**src/lvp_pkg.sv**
```systemverilog
package lvp_pkg;

   localparam int SYMBOL_W          = 8;
   localparam int LONGEST_W         = 17;
   localparam int DEF_STACK_DEPTH   = 64;
   localparam int DEF_POSITION_BITS = 16;

   localparam logic [SYMBOL_W-1:0] SYM_OPEN  = 8'h28;
   localparam logic [SYMBOL_W-1:0] SYM_CLOSE = 8'h29;

   typedef struct packed {
      logic push;
      logic pop;
      logic load;
   } cell_cmd_type;

endpackage

```
**src/lvp_intf.sv**
```systemverilog
interface lvp_req_if;
   import lvp_pkg::*;

   logic                valid;
   logic                ready;
   logic [SYMBOL_W-1:0] symbol;
   logic                first;

   modport source (output valid, symbol, first, input ready);
   modport sink   (input valid, symbol, first, output ready);
endinterface

interface lvp_rsp_if;
   import lvp_pkg::*;

   logic                 valid;
   logic                 ready;
   logic [LONGEST_W-1:0] longest;
   logic                 overflow;

   modport source (output valid, longest, overflow, input ready);
   modport sink   (input valid, longest, overflow, output ready);
endinterface

```
**src/lvp_cell.sv**
```systemverilog
module lvp_cell #(
   parameter int WIDTH = 17
) (
   input  logic                 clock,
   input  logic                 reset,
   input  lvp_pkg::cell_cmd_type cmd,
   input  logic [WIDTH-1:0]     up_data,
   input  logic [WIDTH-1:0]     down_data,
   input  logic [WIDTH-1:0]     load_data,
   output logic [WIDTH-1:0]     value
);
   import lvp_pkg::*;

   logic [WIDTH-1:0] value_ff;
   logic [WIDTH-1:0] value_in;

   always_comb begin
      priority if (cmd.push) begin
         value_in = up_data;
      end else if (cmd.pop) begin
         value_in = down_data;
      end else if (cmd.load) begin
         value_in = load_data;
      end else begin
         value_in = value_ff;
      end
   end

   always_ff @(posedge clock) begin
      if (reset) begin
         value_ff <= '0;
      end else begin
         value_ff <= value_in;
      end
   end

   assign value = value_ff;

endmodule

```
**src/lvp_ctrl.sv**
```systemverilog
module lvp_ctrl #(
   parameter int STACK_DEPTH   = lvp_pkg::DEF_STACK_DEPTH,
   parameter int POSITION_BITS = lvp_pkg::DEF_POSITION_BITS
) (
   input  logic                           clock,
   input  logic                           reset,
   input  logic                           accept,
   input  logic [lvp_pkg::SYMBOL_W-1:0]   symbol,
   input  logic                           first,
   input  logic [POSITION_BITS:0]         top_value,
   input  logic [POSITION_BITS:0]         next_value,
   output lvp_pkg::cell_cmd_type          cmd_head,
   output lvp_pkg::cell_cmd_type          cmd_rest,
   output logic [POSITION_BITS:0]         tag,
   output logic [POSITION_BITS:0]         base_view,
   output logic [POSITION_BITS:0]         load_value,
   output logic [lvp_pkg::LONGEST_W-1:0]  longest_in,
   output logic                           overflow_in
);
   import lvp_pkg::*;

   localparam int TW = POSITION_BITS + 1;
   localparam int DW = $clog2(STACK_DEPTH + 1);
   localparam int EW = (TW > LONGEST_W) ? TW : LONGEST_W;

   logic [DW-1:0] top_ff,  top_in,  eff_top;
   logic [TW-1:0] pos_ff,  pos_in,  eff_pos;
   logic [TW-1:0] best_ff, best_in, eff_best;
   logic          ovf_ff,  ovf_in,  eff_ovf;
   logic [TW-1:0] run;
   logic [EW-1:0] best_ext;
   cell_cmd_type  head_raw, rest_raw;

   always_comb begin
      eff_top   = first ? '0 : top_ff;
      eff_pos   = first ? '0 : pos_ff;
      eff_best  = first ? '0 : best_ff;
      eff_ovf   = first ? 1'b0 : ovf_ff;
      base_view = first ? '0 : top_value;
      tag       = eff_pos + TW'(1);
      run       = tag - next_value;

      top_in     = eff_top;
      pos_in     = eff_pos;
      best_in    = eff_best;
      ovf_in     = eff_ovf;
      head_raw   = '0;
      rest_raw   = '0;
      load_value = '0;
      head_raw.load = first;

      if (eff_pos[POSITION_BITS]) begin
         ovf_in = 1'b1;
      end else begin
         pos_in = eff_pos + TW'(1);
         if (symbol == SYM_OPEN) begin
            if (eff_top == DW'(STACK_DEPTH)) begin
               ovf_in = 1'b1;
            end else begin
               top_in        = eff_top + DW'(1);
               head_raw.push = 1'b1;
               rest_raw.push = 1'b1;
            end
         end else if (symbol == SYM_CLOSE) begin
            if (eff_top != '0) begin
               top_in       = eff_top - DW'(1);
               head_raw.pop = 1'b1;
               rest_raw.pop = 1'b1;
               if (run > eff_best) begin
                  best_in = run;
               end
            end else begin
               head_raw.load = 1'b1;
               load_value    = tag;
            end
         end
      end

      cmd_head    = accept ? head_raw : '0;
      cmd_rest    = accept ? rest_raw : '0;
      best_ext    = EW'(best_in);
      longest_in  = best_ext[LONGEST_W-1:0];
      overflow_in = ovf_in;
   end

   always_ff @(posedge clock) begin
      if (reset) begin
         top_ff  <= '0;
         pos_ff  <= '0;
         best_ff <= '0;
         ovf_ff  <= 1'b0;
      end else if (accept) begin
         top_ff  <= top_in;
         pos_ff  <= pos_in;
         best_ff <= best_in;
         ovf_ff  <= ovf_in;
      end
   end

endmodule

```
**src/longest_valid_parentheses_unit.sv**
```systemverilog
// A result beat is registered and appears in the cycle after its character is accepted.
// Throughput: one character per cycle while no result beat is held stalled;
// with a shift-cell position stack, push or pop and a subtract-compare both fit.
// Reset (synchronous, active high) empties the stack to its base entry, clears
// position, longest run and overflow, and drops any pending result beat.
module longest_valid_parentheses_unit #(
   parameter int STACK_DEPTH   = lvp_pkg::DEF_STACK_DEPTH,
   parameter int POSITION_BITS = lvp_pkg::DEF_POSITION_BITS
) (
   input  logic     clock,
   input  logic     reset,
   lvp_req_if.sink   req_chan,
   lvp_rsp_if.source rsp_chan
);
   import lvp_pkg::*;

   localparam int TW    = POSITION_BITS + 1;
   localparam int NCELL = STACK_DEPTH + 1;

   logic                 accept;
   cell_cmd_type         cmd_head, cmd_rest;
   logic [TW-1:0]        tag, base_view, load_value;
   logic [TW-1:0]        cell_value [NCELL];
   logic [LONGEST_W-1:0] longest_in, longest_ff;
   logic                 overflow_in, overflow_ff;
   logic                 rsp_valid_ff, rsp_valid_in;

   assign req_chan.ready = !rsp_valid_ff || rsp_chan.ready;
   assign accept         = req_chan.valid && req_chan.ready;

   lvp_ctrl #(
      .STACK_DEPTH  (STACK_DEPTH),
      .POSITION_BITS(POSITION_BITS)
   ) u_ctrl (
      .clock      (clock),
      .reset      (reset),
      .accept     (accept),
      .symbol     (req_chan.symbol),
      .first      (req_chan.first),
      .top_value  (cell_value[0]),
      .next_value (cell_value[1]),
      .cmd_head   (cmd_head),
      .cmd_rest   (cmd_rest),
      .tag        (tag),
      .base_view  (base_view),
      .load_value (load_value),
      .longest_in (longest_in),
      .overflow_in(overflow_in)
   );

   for (genvar i = 0; i < NCELL; i++) begin : g_cell
      logic [TW-1:0] up_data, down_data, load_data;
      cell_cmd_type  cmd;

      if (i == 0) begin : g_head
         assign up_data   = tag;
         assign load_data = load_value;
         assign cmd       = cmd_head;
      end else begin : g_body
         assign up_data   = (i == 1) ? base_view : cell_value[i-1];
         assign load_data = '0;
         assign cmd       = cmd_rest;
      end

      if (i == NCELL - 1) begin : g_tail
         assign down_data = '0;
      end else begin : g_link
         assign down_data = cell_value[i+1];
      end

      lvp_cell #(
         .WIDTH(TW)
      ) u_cell (
         .clock    (clock),
         .reset    (reset),
         .cmd      (cmd),
         .up_data  (up_data),
         .down_data(down_data),
         .load_data(load_data),
         .value    (cell_value[i])
      );
   end

   assign rsp_valid_in = accept || (rsp_valid_ff && !rsp_chan.ready);

   always_ff @(posedge clock) begin
      if (reset) begin
         rsp_valid_ff <= 1'b0;
      end else begin
         rsp_valid_ff <= rsp_valid_in;
      end
   end

   always_ff @(posedge clock) begin
      if (accept) begin
         longest_ff  <= longest_in;
         overflow_ff <= overflow_in;
      end
   end

   assign rsp_chan.valid    = rsp_valid_ff;
   assign rsp_chan.longest  = longest_ff;
   assign rsp_chan.overflow = overflow_ff;

endmodule

```
**src/flat_wrapper.sv**
```systemverilog
// flat-port wrapper written by rule: the top's interface ports become plain ports
module longest_valid_parentheses_unit_flat import lvp_pkg::*;
#(
   parameter int STACK_DEPTH   = lvp_pkg::DEF_STACK_DEPTH,
   parameter int POSITION_BITS = lvp_pkg::DEF_POSITION_BITS
)
  (clock, reset, req_chan_valid, req_chan_symbol, req_chan_first, req_chan_ready, rsp_chan_valid, rsp_chan_longest, rsp_chan_overflow, rsp_chan_ready);
  lvp_req_if req_chan_i ();
  lvp_rsp_if rsp_chan_i ();
  input  logic clock;
  input  logic reset;
  input wire logic [$bits(req_chan_i.valid)-1:0] req_chan_valid;
  input wire logic [$bits(req_chan_i.symbol)-1:0] req_chan_symbol;
  input wire logic [$bits(req_chan_i.first)-1:0] req_chan_first;
  output wire logic [$bits(req_chan_i.ready)-1:0] req_chan_ready;
  output wire logic [$bits(rsp_chan_i.valid)-1:0] rsp_chan_valid;
  output wire logic [$bits(rsp_chan_i.longest)-1:0] rsp_chan_longest;
  output wire logic [$bits(rsp_chan_i.overflow)-1:0] rsp_chan_overflow;
  input wire logic [$bits(rsp_chan_i.ready)-1:0] rsp_chan_ready;
  assign req_chan_i.valid = req_chan_valid;
  assign req_chan_i.symbol = req_chan_symbol;
  assign req_chan_i.first = req_chan_first;
  assign req_chan_ready = req_chan_i.ready;
  assign rsp_chan_valid = rsp_chan_i.valid;
  assign rsp_chan_longest = rsp_chan_i.longest;
  assign rsp_chan_overflow = rsp_chan_i.overflow;
  assign rsp_chan_i.ready = rsp_chan_ready;
  longest_valid_parentheses_unit #(.STACK_DEPTH(STACK_DEPTH), .POSITION_BITS(POSITION_BITS)) u_core (.clock(clock), .reset(reset), .req_chan(req_chan_i), .rsp_chan(rsp_chan_i));
endmodule
```
**config.mk**
```make
export PLATFORM = sky130hd
export DESIGN_NAME = longest_valid_parentheses_unit_flat
export DESIGN_NICKNAME = d
export VERILOG_FILES = /design/src/lvp_pkg.sv /design/src/lvp_intf.sv /design/src/lvp_cell.sv /design/src/lvp_ctrl.sv /design/src/longest_valid_parentheses_unit.sv /design/src/flat_wrapper.sv
export SDC_FILE = /design/constraint.sdc
export NUM_CORES = 2
export LEC_CHECK = 0
export BUFFER_PORTS_ARGS = -buffer_cell sky130_fd_sc_hd__buf_2
export CORE_ASPECT_RATIO = 1.5
export CORE_MARGIN = 1.5
export CORE_UTILIZATION = 24
export DETAILED_ROUTE_END_ITERATION = 12
export PLACE_DENSITY = 0.4
export SYNTH_ARGS = -nofsm -noshare
export SYNTH_HDL_FRONTEND = slang
export SYNTH_SLANG_ARGS = --single-unit
```
**constraint.sdc**
```tcl
create_clock -name clock -period 5.5 [get_ports clock]
set_clock_uncertainty 0.1 [all_clocks]
set_input_delay 0.55 -clock clock [delete_from_list [all_inputs] [get_ports clock]]
set_output_delay 0.55 -clock clock [all_outputs]
set_load 0.02 [all_outputs]
```
==> metrics.md <==
| Metric | Value |
|---|---|
| Endpoint arrival time on the critical path | `5450 ps` |
| Initial antenna violation count | `1` |
| Share of the yosys chip area belonging to registers | `0.4672` |
| Maximum clock rate | `197.2 MHz` |
| Fraction of power spent switching nets | `0.2254` |
| Fraction of the cycle the final worst path needs | `0.9219` |
| Antenna Nets Post-Route | `0` |
| Overflow after GRT | `0` |
| Reg power frac | `0.477` |
| Die X | `377.0 um` |
| Area enclosed by the die boundary | `212600 um^2` |
| RR Startpoint | `u_core.u_ctrl.pos_ff[1]` |
| Ratio of cells with drive above 1 in the final layout | `0.05500` |
| Reg-to-Reg End | `u_core.rsp_chan.longest[16]` |
| Distinct cells, synth | `56` |
| Worst Hold End | `u_core.u_ctrl.pos_ff[0]` |
| Clk Latency, worst-skew pair | `780 ps` |
| Main area contributors after synthesis | `dfxtp_1, a311oi_1, nand2_1` |
| Post-synth EDFFs | `18` |
| Placed wire-length estimate after detailed placement | `71410 um` |
| Area overhead of the layout relative to synthesis | `12.73%` |
| Largest net degree at the start of global routing | `184` |
| Setup_tns | `0 ps` |
| Flops & latches, synth | `1166` |
| Worst path buffer plus inverter count | `3` |
| Std cell rows | `205` |
| Number of top-level pins | `33` |
| Count of clock tree sinks | `1166` |
| Number of hold violations in the final report | `0` |
| Vias after detailed routing | `44435` |
| Worst Max-Slew Pin Slew | `980.1 ps` |
| TritonCTS Buffers | `138` |
| Syn. warnings | `0` |
| Post-route core utilization | `0.2725` |
| Iter 0 DRT Violations | `2916` |
| Count of cells along the worst hold path | `5` |
| Cell chosen for the clock root | `clkbuf_16` |
| Fill cell total of the finished layout | `22809` |
| Critical path startpoint category | `flip-flop` |
| Global-route wire length before repair | `222800 um` |
| Worst setup EP type | `flip-flop` |
| Area occupied by multi-input gates | `23810 um^2` |
| Post-Route Hold Slack | `163.7 ps` |
| Syn avg cell area | `7.619 um^2` |
| R2R setup slack | `430 ps` |
| Crit-path leading delay family | `compound AO/OA/AOI/OAI gates` |
| Total net switching power | `4.026 mW` |
| Number of global-route vias before repair | `43776` |
| Cell area after placement | `52400 um^2` |
| Core box area | `208300 um^2` |
| Internal power summed over all cells | `13.83 mW` |
| Clock buffer depth | `4` |
| Net count, final | `6345` |
| Leakage Power | `21.28 nW` |
| Post-Synthesis Cell Area | `50340 um^2` |
| Combinational power share | `0.021` |
| Final instance area | `56750 um^2` |
| Yosys top cell area share | `0.4565` |
| Result of the run | `completed` |
| Tot GR Track Use | `0.1216` |
| Length in cells of the worst reg-to-reg path | `21` |
| Synthesized netlist net count | `6659` |
| Max-cap violations | `0` |
| Final-report setup violation count | `0` |
| Crit-path slowest cell | `dfxtp_1` |
| Final RePlAce weighted congestion | `0.7613` |
| Final max-slew violation count | `0` |
| TritonCTS clock tree | `yes` |
| Routed WL per cell | `14.49 um` |
| Total area of sequential cells | `23520 um^2` |
| Relative contribution of the clock network to total power | `0.502` |
| Most frequent cell on the critical path | `nand4_1` |
| Class of the most critical setup path | `reg2reg` |
| Number of cells produced by synthesis | `6608` |
| Required time of the critical path | `5880 ps` |
| IR Drop Worst-Case VDD | `0.0002070 V` |
| Maximum fanout along the worst path | `11` |
| Via density per instance | `4.841` |
| IO Port Bufs | `32` |
| Power after layout | `17.86 mW` |
| Chip Height | `563.9 um` |
| Setup repair after global routing missed its margin | `false` |
| Clock slew at the register clock pins of the worst setup and hold paths | `60 ps` |
| Post-route minimum period | `5070 ps` |
| Class of the most critical hold timing path | `in2reg` |
| Worst max-slew margin expressed relative to the limit | `0.3450` |
| HP Start | `req_chan_first` |
| Power density over cell area | `314.7 nW/um^2` |
| Ordered list of cells on the worst path | `and4_2 -> nand4_1 -> buf_4 -> nand2b_1 -> a21oi_1 -> ha_1 -> and3_1 -> a31o_2 -> o21a_1 -> a21oi_1 -> o21ai_0 -> xor2_1 -> inv_1 -> ha_1 -> nand4_1 -> nor4_4 -> o31ai_1 -> nand4_1 -> a31oi_1 -> buf_4 -> a221o_1` |
| Initial Util | `0.2417` |
| Drt pass-1 iters | `6` |
| Critical path's largest stage delay | `410 ps` |
| Depth of the critical timing path with buffers and inverters included | `21` |
| Number of remaining DRC errors | `0` |
| Level count of the clock H-tree | `4` |
| Fraction of synthesis flops using an asynchronous set or reset pin | `0` |
| Most used flip-flop cell after synthesis | `dfxtp_1` |
| Post-detailed-routing wire length | `133000 um` |
| Cell type with the highest aggregate area in the netlist | `dfxtp_1` |
cell usage after synthesis (5+ instances only):
library cell     n
a211oi_1        23
a21o_1           5
a21oi_1         84
a222oi_1         7
a22o_1           9
a22oi_1         22
a311oi_1       697
a31oi_1          6
and3_1           5
buf_1           16
buf_2          123
buf_4           30
buf_6           58
clkbuf_1       366
dfxtp_1       1148
edfxtp_1        18
ha_1            37
inv_1           35
nand2_1       1502
nand2b_1         6
nand3_1         35
nand4_1          9
nor2_1        1495
nor2b_1         10
nor3_1         383
o21ai_0        396
or3_1            5
xnor2_1         17
xor2_1          13
worst max path at each step:
stage                            start                           to  slack, ps
2_1_floorplan           req_chan_first   u_core.rsp_chan.longest[3]        400
3_3_place_gp            req_chan_first   u_core.rsp_chan.longest[5]         80
3_5_place_dp            req_chan_first   u_core.rsp_chan.longest[8]         40
4_1_cts        u_core.u_ctrl.pos_ff[1]   u_core.rsp_chan.longest[8]         70
5_1_grt        u_core.u_ctrl.pos_ff[1]   u_core.rsp_chan.longest[7]         20
6_report       u_core.u_ctrl.pos_ff[1]  u_core.rsp_chan.longest[16]        430
power groups by stage:
stage	combinational [mW]	clock [mW]	sequential, mW
2_1_floorplan	0.241	0	8.71
3_3_place_gp	0.377	0	8.71
3_5_place_dp	0.377	0	8.71
4_1_cts	0.379	9.37	8.52
5_1_grt	0.417	9.63	8.52
6_report	0.374	8.96	8.52
routing by layer:
layer	GRT usage	part of all wire	vias to the layer above
met5	0	0	-
met2	0.2161	0.49	443
met4	0.03619	0.025	0
met3	0.01627	0.027	199
met1	0.1512	0.46	21655
li1	-	-	22138
repair_timing:
| item | CTS | global route |
|---|---|---|
| hold endpoints to repair | 1 | 0 |
| gates resized for setup | 0 | 6 |
| buffers inserted | 0 | 1 |
| setup endpoints to repair | 0 | 34 |
| hold buffers | 2 | 0 |
placed cells by master (no fill, tap or decap), drive strengths merged, types with 17 or more instances in the layout:
master,n
nor2,1496
o21ai,396
clkinv,22
inv,38
nor3,384
dfxtp,1148
a22oi,22
a21oi,84
clkbuf,200
a211oi,24
nand3,35
buf,137
a311oi,697
edfxtp,18
ha,37
xnor2,17
nand2,1502
layout make-up:
type	count	share of cell area
multi-input cells	4812	0.4196
clock buffers	200	0.07086
diodes	2	0.00008819
flip-flops and latches	1166	0.4145
well taps	2794	0.06160
clock inverters	28	0.004696
inverters	37	0.002579
repair buffers	139	0.02613
per-stage QoR:
stage / worst slack [ps] / instances
after CTS: 72.80 / 9175
after detailed placement: 42.52 / 8945
after global placement: 81.65 / 8945
after floorplan: 396.7 / 6608
final: 429.6 / 9178
after global routing: 16.21 / 9177
state kept, by name (all words and copies together) (netlist names):
register                    cells
u_core.rsp_chan.valid           1
u_core.rsp_chan.overflow        1
u_core.u_ctrl.pos_ff           17
u_core.u_ctrl.top_ff            7
u_core.u_ctrl.best_ff          17
u_core.g_cell.u_cell.value   1105
u_core.rsp_chan.longest        17
u_core.u_ctrl.ovf_ff            1
logic make-up (layout without fill, tap and decap cells):
| kind of cell | Yosys count | after routing | share of synthesized area |
|---|---|---|---|
| adder cells (fa/ha/maj) | 38 | 38 | 0.009593 |
| multiplexers | 4 | 4 | 0.0007953 |
| buffers and inverters | 630 | 404 | 0.06092 |
| flip-flops | 1166 | 1166 | 0.4672 |
| AND/OR/NAND/NOR | 3463 | 3463 | 0.2713 |
| XOR/XNOR | 30 | 30 | 0.005219 |
| other | 0 | 2 | 0 |
| AO/OA/AOI/OAI | 1277 | 1277 | 0.1849 |
worst min-delay path: cells and delay by family:
kind | cells | cell delay, ps
AO/OA/AOI/OAI | 1 | 70
buffers and inverters | 3 | 270
AND/OR/NAND/NOR | 1 | 70
Note: power is estimated with default switching activity, not from simulation.
